## src/hw/rtl/qcq_pkg.sv

```systemverilog
// qcq_pkg: shared constants and control/status types of the quartile color quantizer.
// No dependencies.
`default_nettype none

package qcq_pkg;

    localparam int MAX_PIXELS_DEF = 131072;
    localparam int NUM_LEVELS     = 4;
    localparam int COLOR_SPAN     = 256;
    localparam int NUM_CHANNELS   = 3;
    localparam int NUM_BINS       = NUM_CHANNELS * NUM_LEVELS;
    localparam int PIX_CNT_W      = 18;
    localparam int COLOR_W        = 8;
    localparam int BIN_IDX_W      = 4;
    localparam int DIV_STEPS      = 8;

    localparam logic [PIX_CNT_W-1:0] PIX_CNT_RST = PIX_CNT_W'(104500);
    localparam logic [BIN_IDX_W-1:0] LAST_BIN    = BIN_IDX_W'(NUM_BINS - 1);

    localparam logic MODE_LOAD = 1'b0;
    localparam logic MODE_READ = 1'b1;

    typedef struct packed {
        logic                 load;
        logic                 hist_wb;
        logic                 clr;
        logic                 walk;
        logic                 bin;
        logic                 div_start;
        logic                 rd_empty;
        logic                 rd_issue;
        logic                 rd_out;
        logic [BIN_IDX_W-1:0] bidx;
    } qcq_cmd_t;

    typedef struct packed {
        logic last_load;
        logic sweep_last;
        logic walk_done;
        logic bin_done;
        logic div_done;
        logic reading;
        logic out_full;
    } qcq_stat_t;

endpackage

`default_nettype wire

```

## src/hw/rtl/qcq_ctrl.sv

```systemverilog
// qcq_ctrl: controller state machine; sequences load, clear, walk, bin pass,
// level division and readout. Depends on qcq_pkg.
`default_nettype none

module qcq_ctrl (
    input  wire logic                aclk,
    input  wire logic                aresetn,
    input  wire logic                s_valid,
    output logic                     s_ready,
    input  wire logic                s_mode,
    input  wire qcq_pkg::qcq_stat_t  st,
    output qcq_pkg::qcq_cmd_t        cmd
);

    localparam logic [2:0] ST_CLR      = 3'd0;
    localparam logic [2:0] ST_IDLE     = 3'd1;
    localparam logic [2:0] ST_LD_WB    = 3'd2;
    localparam logic [2:0] ST_WALK     = 3'd3;
    localparam logic [2:0] ST_BIN      = 3'd4;
    localparam logic [2:0] ST_DIV_GO   = 3'd5;
    localparam logic [2:0] ST_DIV_WAIT = 3'd6;
    localparam logic [2:0] ST_RD_WAIT  = 3'd7;

    logic [2:0]                      state_reg, state_next;
    logic [qcq_pkg::BIN_IDX_W-1:0]   bidx_reg, bidx_next;

    always_comb begin
        state_next = state_reg;
        bidx_next  = bidx_reg;
        cmd        = '0;
        cmd.bidx   = bidx_reg;
        s_ready    = 1'b0;
        unique case (state_reg)
            ST_CLR: begin
                cmd.clr = 1'b1;
                if (st.sweep_last) begin
                    state_next = ST_IDLE;
                end
            end
            ST_IDLE: begin
                s_ready = (s_mode == qcq_pkg::MODE_LOAD) || !st.out_full;
                if (s_valid && s_ready) begin
                    if (s_mode == qcq_pkg::MODE_LOAD) begin
                        cmd.load   = 1'b1;
                        state_next = ST_LD_WB;
                    end else if (st.reading) begin
                        cmd.rd_issue = 1'b1;
                        state_next   = ST_RD_WAIT;
                    end else begin
                        cmd.rd_empty = 1'b1;
                    end
                end
            end
            ST_LD_WB: begin
                cmd.hist_wb = 1'b1;
                state_next  = st.last_load ? ST_WALK : ST_IDLE;
            end
            ST_WALK: begin
                cmd.walk = 1'b1;
                if (st.walk_done) begin
                    state_next = ST_BIN;
                end
            end
            ST_BIN: begin
                cmd.bin = 1'b1;
                if (st.bin_done) begin
                    state_next = ST_DIV_GO;
                    bidx_next  = '0;
                end
            end
            ST_DIV_GO: begin
                cmd.div_start = 1'b1;
                state_next    = ST_DIV_WAIT;
            end
            ST_DIV_WAIT: begin
                if (st.div_done) begin
                    if (bidx_reg == qcq_pkg::LAST_BIN) begin
                        state_next = ST_IDLE;
                    end else begin
                        bidx_next  = bidx_reg + 4'd1;
                        state_next = ST_DIV_GO;
                    end
                end
            end
            ST_RD_WAIT: begin
                cmd.rd_out = 1'b1;
                state_next = ST_IDLE;
            end
            default: begin
                state_next = ST_IDLE;
            end
        endcase
    end

    always_ff @(posedge aclk) begin
        if (!aresetn) begin
            state_reg <= ST_CLR;
            bidx_reg  <= '0;
        end else begin
            state_reg <= state_next;
            bidx_reg  <= bidx_next;
        end
    end

    a_rd_slot_free: assert property (@(posedge aclk) disable iff (!aresetn)
        cmd.rd_issue |-> !st.out_full)
        else $error("label read issued while output register full");

    a_ld_return: assert property (@(posedge aclk) disable iff (!aresetn)
        (state_reg == ST_LD_WB && !st.last_load) |=> state_reg == ST_IDLE)
        else $error("load did not return to idle");

    a_walk_to_bin: assert property (@(posedge aclk) disable iff (!aresetn)
        (cmd.walk && st.walk_done) |=> (state_reg == ST_BIN && st.reading))
        else $error("walk did not hand over to bin pass");

    a_frame_ready: assert property (@(posedge aclk) disable iff (!aresetn)
        (state_reg == ST_DIV_WAIT && st.div_done && bidx_reg == qcq_pkg::LAST_BIN)
        |=> (state_reg == ST_IDLE && st.reading))
        else $error("levels done but frame not readable");

endmodule

`default_nettype wire

```

## config.mk

```make
export PLATFORM = sky130hd
export DESIGN_NAME = qcq_ctrl
export DESIGN_NICKNAME = d
export VERILOG_FILES = /design/src/hw/rtl/qcq_pkg.sv /design/src/hw/rtl/qcq_ctrl.sv
export SDC_FILE = /design/constraint.sdc
export NUM_CORES = 1
export LEC_CHECK = 0
export BUFFER_PORTS_ARGS = -buffer_cell sky130_fd_sc_hd__buf_4
export CORE_MARGIN = 2
export CORE_UTILIZATION = 35
export DETAILED_ROUTE_END_ITERATION = 12
export GPL_ROUTABILITY_DRIVEN = 1
export PLACE_DENSITY_LB_ADDON = 0.25
export SYNTH_ARGS = -nofsm -noshare
export SYNTH_HDL_FRONTEND = slang
export SYNTH_SLANG_ARGS = --single-unit
```

## constraint.sdc

```tcl
create_clock -name aclk -period 1.65 [get_ports aclk]
set_input_delay 0.33 -clock aclk [delete_from_list [all_inputs] [get_ports aclk]]
set_output_delay 0.33 -clock aclk [all_outputs]
set_load 0.1 [all_outputs]
```

==> tab_implementation.tex <==
\begin{tabular}{lr}
\hline
Metric & Value \\
\hline
\multicolumn{2}{l}{\textbf{Global route}} \\
\quad Maximum number of pins on one net before global-route repair & 12 \\
\quad Global Route Usage Sum & 17.6\% \\
\quad Wire length of the first global-routing pass & 2.46 mm \\
\quad Number of antenna violations at the first check in global routing & 0 \\
\quad Remaining Overflow, GRT & 0 \\
\quad Via count of the first global-routing pass & 613 \\
\multicolumn{2}{l}{\textbf{Route}} \\
\quad Detailed-route wire length & 1.72 mm \\
\quad Violation count after the first detailed-route iteration & 17 \\
\quad DRC violation count after routing & 0 \\
\quad Post-route ant nets & 0 \\
\quad Final routed wire length divided by cell count & 13.6 um \\
\quad Vias & 691 \\
\quad Number of detailed-routing iterations run before antenna repair & 4 \\
\quad Post-detailed-route via-to-cell ratio & 5.48 \\
\multicolumn{2}{l}{\textbf{Finish}} \\
\quad Number of flip-flops under the largest register name & 4 \\
\quad Share of final-layout standard cells stronger than drive strength 1 & 56.8\% \\
\quad Number of inserted diodes & 0 \\
\quad Multi-input logic area & 449 um\^{}2 \\
\quad Number of nets at the end of the flow & 124 \\
\quad Layout Cells excl Fill & 126 \\
\quad Area used by sequential logic in the layout & 154 um\^{}2 \\
\quad Post-synthesis to final-layout area growth & 95.7\% \\
\quad Area of all placed cells without fillers & 1030 um\^{}2 \\
\quad Count of filler cells inserted in the layout & 103 \\
\multicolumn{2}{l}{\textbf{Critical path}} \\
\quad Reg-to-Reg End & state\_reg[1] \\
\quad Crit path depth & 4 \\
\quad Data required time at the worst endpoint & 1320 ps \\
\quad Slack of the worst reg-to-reg path & -20 ps \\
\quad CP startpoint kind & flip-flop \\
\quad Launching point of the worst reg2reg path & state\_reg[1] \\
\quad Maximum fanout encountered on the critical timing path & 3 \\
\quad Kind of capture point of the worst setup path & output port \\
\quad Number of buffer and inverter instances along the worst setup path & 1 \\
\quad Max stage delay on crit path & 330 ps \\
\quad Critical path class & flip-flop to output port \\
\quad Top delay family on crit path & simple AND/OR/NAND/NOR gates \\
\quad Critical path, cell by cell & and2b\_4, nand3b\_1, nor4bb\_4, buf\_6 \\
\quad Worst Reg-to-Reg Cells & 7 \\
\quad Worst EP arrival & 1590 ps \\
\quad Slowest-stage cell, CP & nor4bb\_4 \\
\multicolumn{2}{l}{\textbf{Synthesis}} \\
\quad Syn Area/Cell & 7.32 um\^{}2 \\
\quad Post-synthesis cell type count & 34 \\
\quad Cell with the most instances after synthesis & nand2\_1 \\
\quad Mapped Cells & 72 \\
\quad Sequential fraction of the synthesis area & 26.6\% \\
\quad Synth Net Count & 84 \\
\quad Post-synth top area share & 26.6\% \\
\quad Cell types with the highest counts after synthesis & nand2\_1 (9), a21oi\_1 (7), dfxtp\_1 (7), nor2\_1 (7), nor3\_1 (6) \\
\quad Summed instance area of the synthesized netlist & 527 um\^{}2 \\
\quad Count of yosys warnings during synthesis & 0 \\
\quad Flip-flop and latch count after synthesis & 7 \\
\quad Prevailing post-synth register cell & dfxtp\_1 \\
\quad Cell types with the largest area share after synthesis & dfxtp\_1 (27\%), a21oi\_1 (6.7\%), nand2\_1 (6.4\%), nor3\_1 (5.7\%), nor2\_1 (5.0\%) \\
\quad Count of flip-flops with a built-in enable after synthesis & 0 \\
\quad Share of flip-flops with an asynchronous set or reset & 0\% \\
\quad Cell type with the largest total area after synthesis & dfxtp\_1 \\
\multicolumn{2}{l}{\textbf{Hold path}} \\
\quad Endpoint, Worst Hold & bidx\_reg[3] \\
\quad Worst min-delay path class & input pin to flip-flop \\
\quad Hold Startpoint & aresetn \\
\quad Worst hold stages & 3 \\
\multicolumn{2}{l}{\textbf{Clock tree}} \\
\quad CTS Root Buffer Type & clkbuf\_4 \\
\quad Number of sinks on the clock net & 7 \\
\quad Clock Path Buffers & 2 \\
\quad Count of hold buffers inserted by post-cts repair & 0 \\
\quad Total number of H-tree levels & 1 \\
\quad Clock network latency to the later pin of the worst-skew pair & 260 ps \\
\quad Number of buffers created by CTS & 3 \\
\quad Clk pin slew, worst setup/hold paths & 60 ps \\
\quad TritonCTS clock tree & done \\
\multicolumn{2}{l}{\textbf{STA}} \\
\quad Pins over their slew limit & 0 \\
\quad Worst Slack Setup Final & -266 ps \\
\quad Maximum clock frequency & 0.522 GHz \\
\quad Normalized max-slew margin & 81.6\% \\
\quad Unrepaired setup endpoints after global routing & yes \\
\quad Actual slew at the worst max-slew pin & 278 ps \\
\quad Final sum of negative setup slack & -764 ps \\
\quad Final Hold Vio Count & 0 \\
\quad Final setup skew & 9.82 ps \\
\quad Final setup violation count & 6 \\
\quad Fin crit share & 116\% \\
\quad Time the final worst path needs with I/O delays and setup & 1920 ps \\
\multicolumn{2}{l}{\textbf{Power}} \\
\quad Cell Pwr Density & 1330 nW/um\^{}2 \\
\quad Overall Power & 1380 uW \\
\quad Max VDD drop & 1110 uV \\
\quad P\_leak & 0.000445 uW \\
\multicolumn{2}{l}{\textbf{Run status}} \\
\quad Run status & finished with violations \\
\quad Violated checks & negative setup slack \\
\multicolumn{2}{l}{\textbf{Place}} \\
\quad Last weighted congestion value of the routability-driven placer & 0.849 \\
\quad Cell area reported after detailed placement & 843 um\^{}2 \\
\quad Worst slack at placement & -67.3 ps \\
\quad Number of input and output port buffers inserted & 24 \\
\quad Number of cells after detailed placement & 117 \\
\quad Post-DP HPWL & 1.10 mm \\
\multicolumn{2}{l}{\textbf{Floorplanning}} \\
\quad Width of the die & 42.8 um \\
\quad Area of the core & 1350 um\^{}2 \\
\quad Die span in y & 42.8 um \\
\quad Die area & 1830 um\^{}2 \\
\quad Cell Rows & 13 \\
\quad Ports placed on the boundary & 25 \\
\quad Effective utilization at floorplan & 39.0\% \\
\multicolumn{2}{l}{\textbf{Flow run}} \\
\quad Number of max-cap violations & 0 \\
\hline
\end{tabular}
-- cell usage in the layout, fill, tap and decap left out, types with 2 or more instances in the layout --
cell | synthesis | final
nand2_1 | 9 | 9
clkbuf_4 | 0 | 3
nor2b_4 | 0 | 2
nor2_1 | 7 | 6
or4_1 | 2 | 2
buf_6 | 1 | 6
o21ai_1 | 3 | 3
nor3_1 | 6 | 5
nand2b_1 | 2 | 2
a21oi_1 | 7 | 6
nand3_1 | 3 | 3
dfxtp_2 | 0 | 5
buf_4 | 0 | 26
dfxtp_4 | 0 | 2
buf_12 | 0 | 5
-- worst register-to-register path, delay by kind of cell, from the launching register on --
family	cells	cell delay (ps)
DFF	1	310
buffers and inverters	2	300
AOI/OAI and AO/OA	4	440
and+or+nand+nor	1	530
-- through the flow --
step,hold WS [ps],util (%)
5_1_grt,365,76.4
3_5_place_dp,459,62.5
3_3_place_gp,470,62.5
4_1_cts,346,71.2
2_1_floorplan,468,-
6_report,356,76.4
-- how the worst max path moves through the flow --
stage | startpoint | to | slack, ps
floorplan | state_reg[0] | cmd[5] | -610
global placement | state_reg[1] | cmd[5] | -20
detailed placement | state_reg[1] | cmd[5] | -70
CTS | state_reg[1] | cmd[5] | -280
global route | state_reg[1] | cmd[5] | -340
finish | state_reg[1] | cmd[5] | -270
-- kinds of logic (layout without fill, tap and decap cells) --
logic type                 count (synthesis)  in the layout  synth area share, %
and+or+nand+nor                           43             43                 46.3
AOI/OAI and AO/OA                         17             17                 20.2
DFF                                        7              7                 26.6
buffers and inverters                      4             43                 4.51
adders and majority gates                  1              1                 2.37
-- timing repair --
action | in CTS | in global routing
setup buffers | 1 | 4
resized for setup | 21 | 10
endpoints found under the setup margin | 9 | 11
pin swaps | 2 | 4
-- layer usage --
| metal | GRT usage (%) | vias up | wire (um) |
|---|---|---|---|
| met3 | 5.96 | 4 | 104 |
| met5 | 0 | - | 0 |
| li1 | - | 345 | - |
| met1 | 19.9 | 318 | 689 |
| met2 | 29.7 | 24 | 890 |
| met4 | 7.50 | 0 | 33 |
-- power by group --
group	total (uW)	internal (uW)	switching [uW]
sequential	219	195	24.3
clock	161	89.1	72.4
combinational	995	405	590
total	1380	689	687
-- area by class of cell --
class                           instances  area share (%)
Inverter                                1           0.364
Clock buffer                            3            2.18
Timing Repair Buffer                   38            36.7
Sequential cell                         7            14.9
Clock inverter                          1           0.485
Tap cell                               15            1.82
Multi-Input combinational cell         61            43.6
Note: power is estimated with default switching activity, not from simulation.
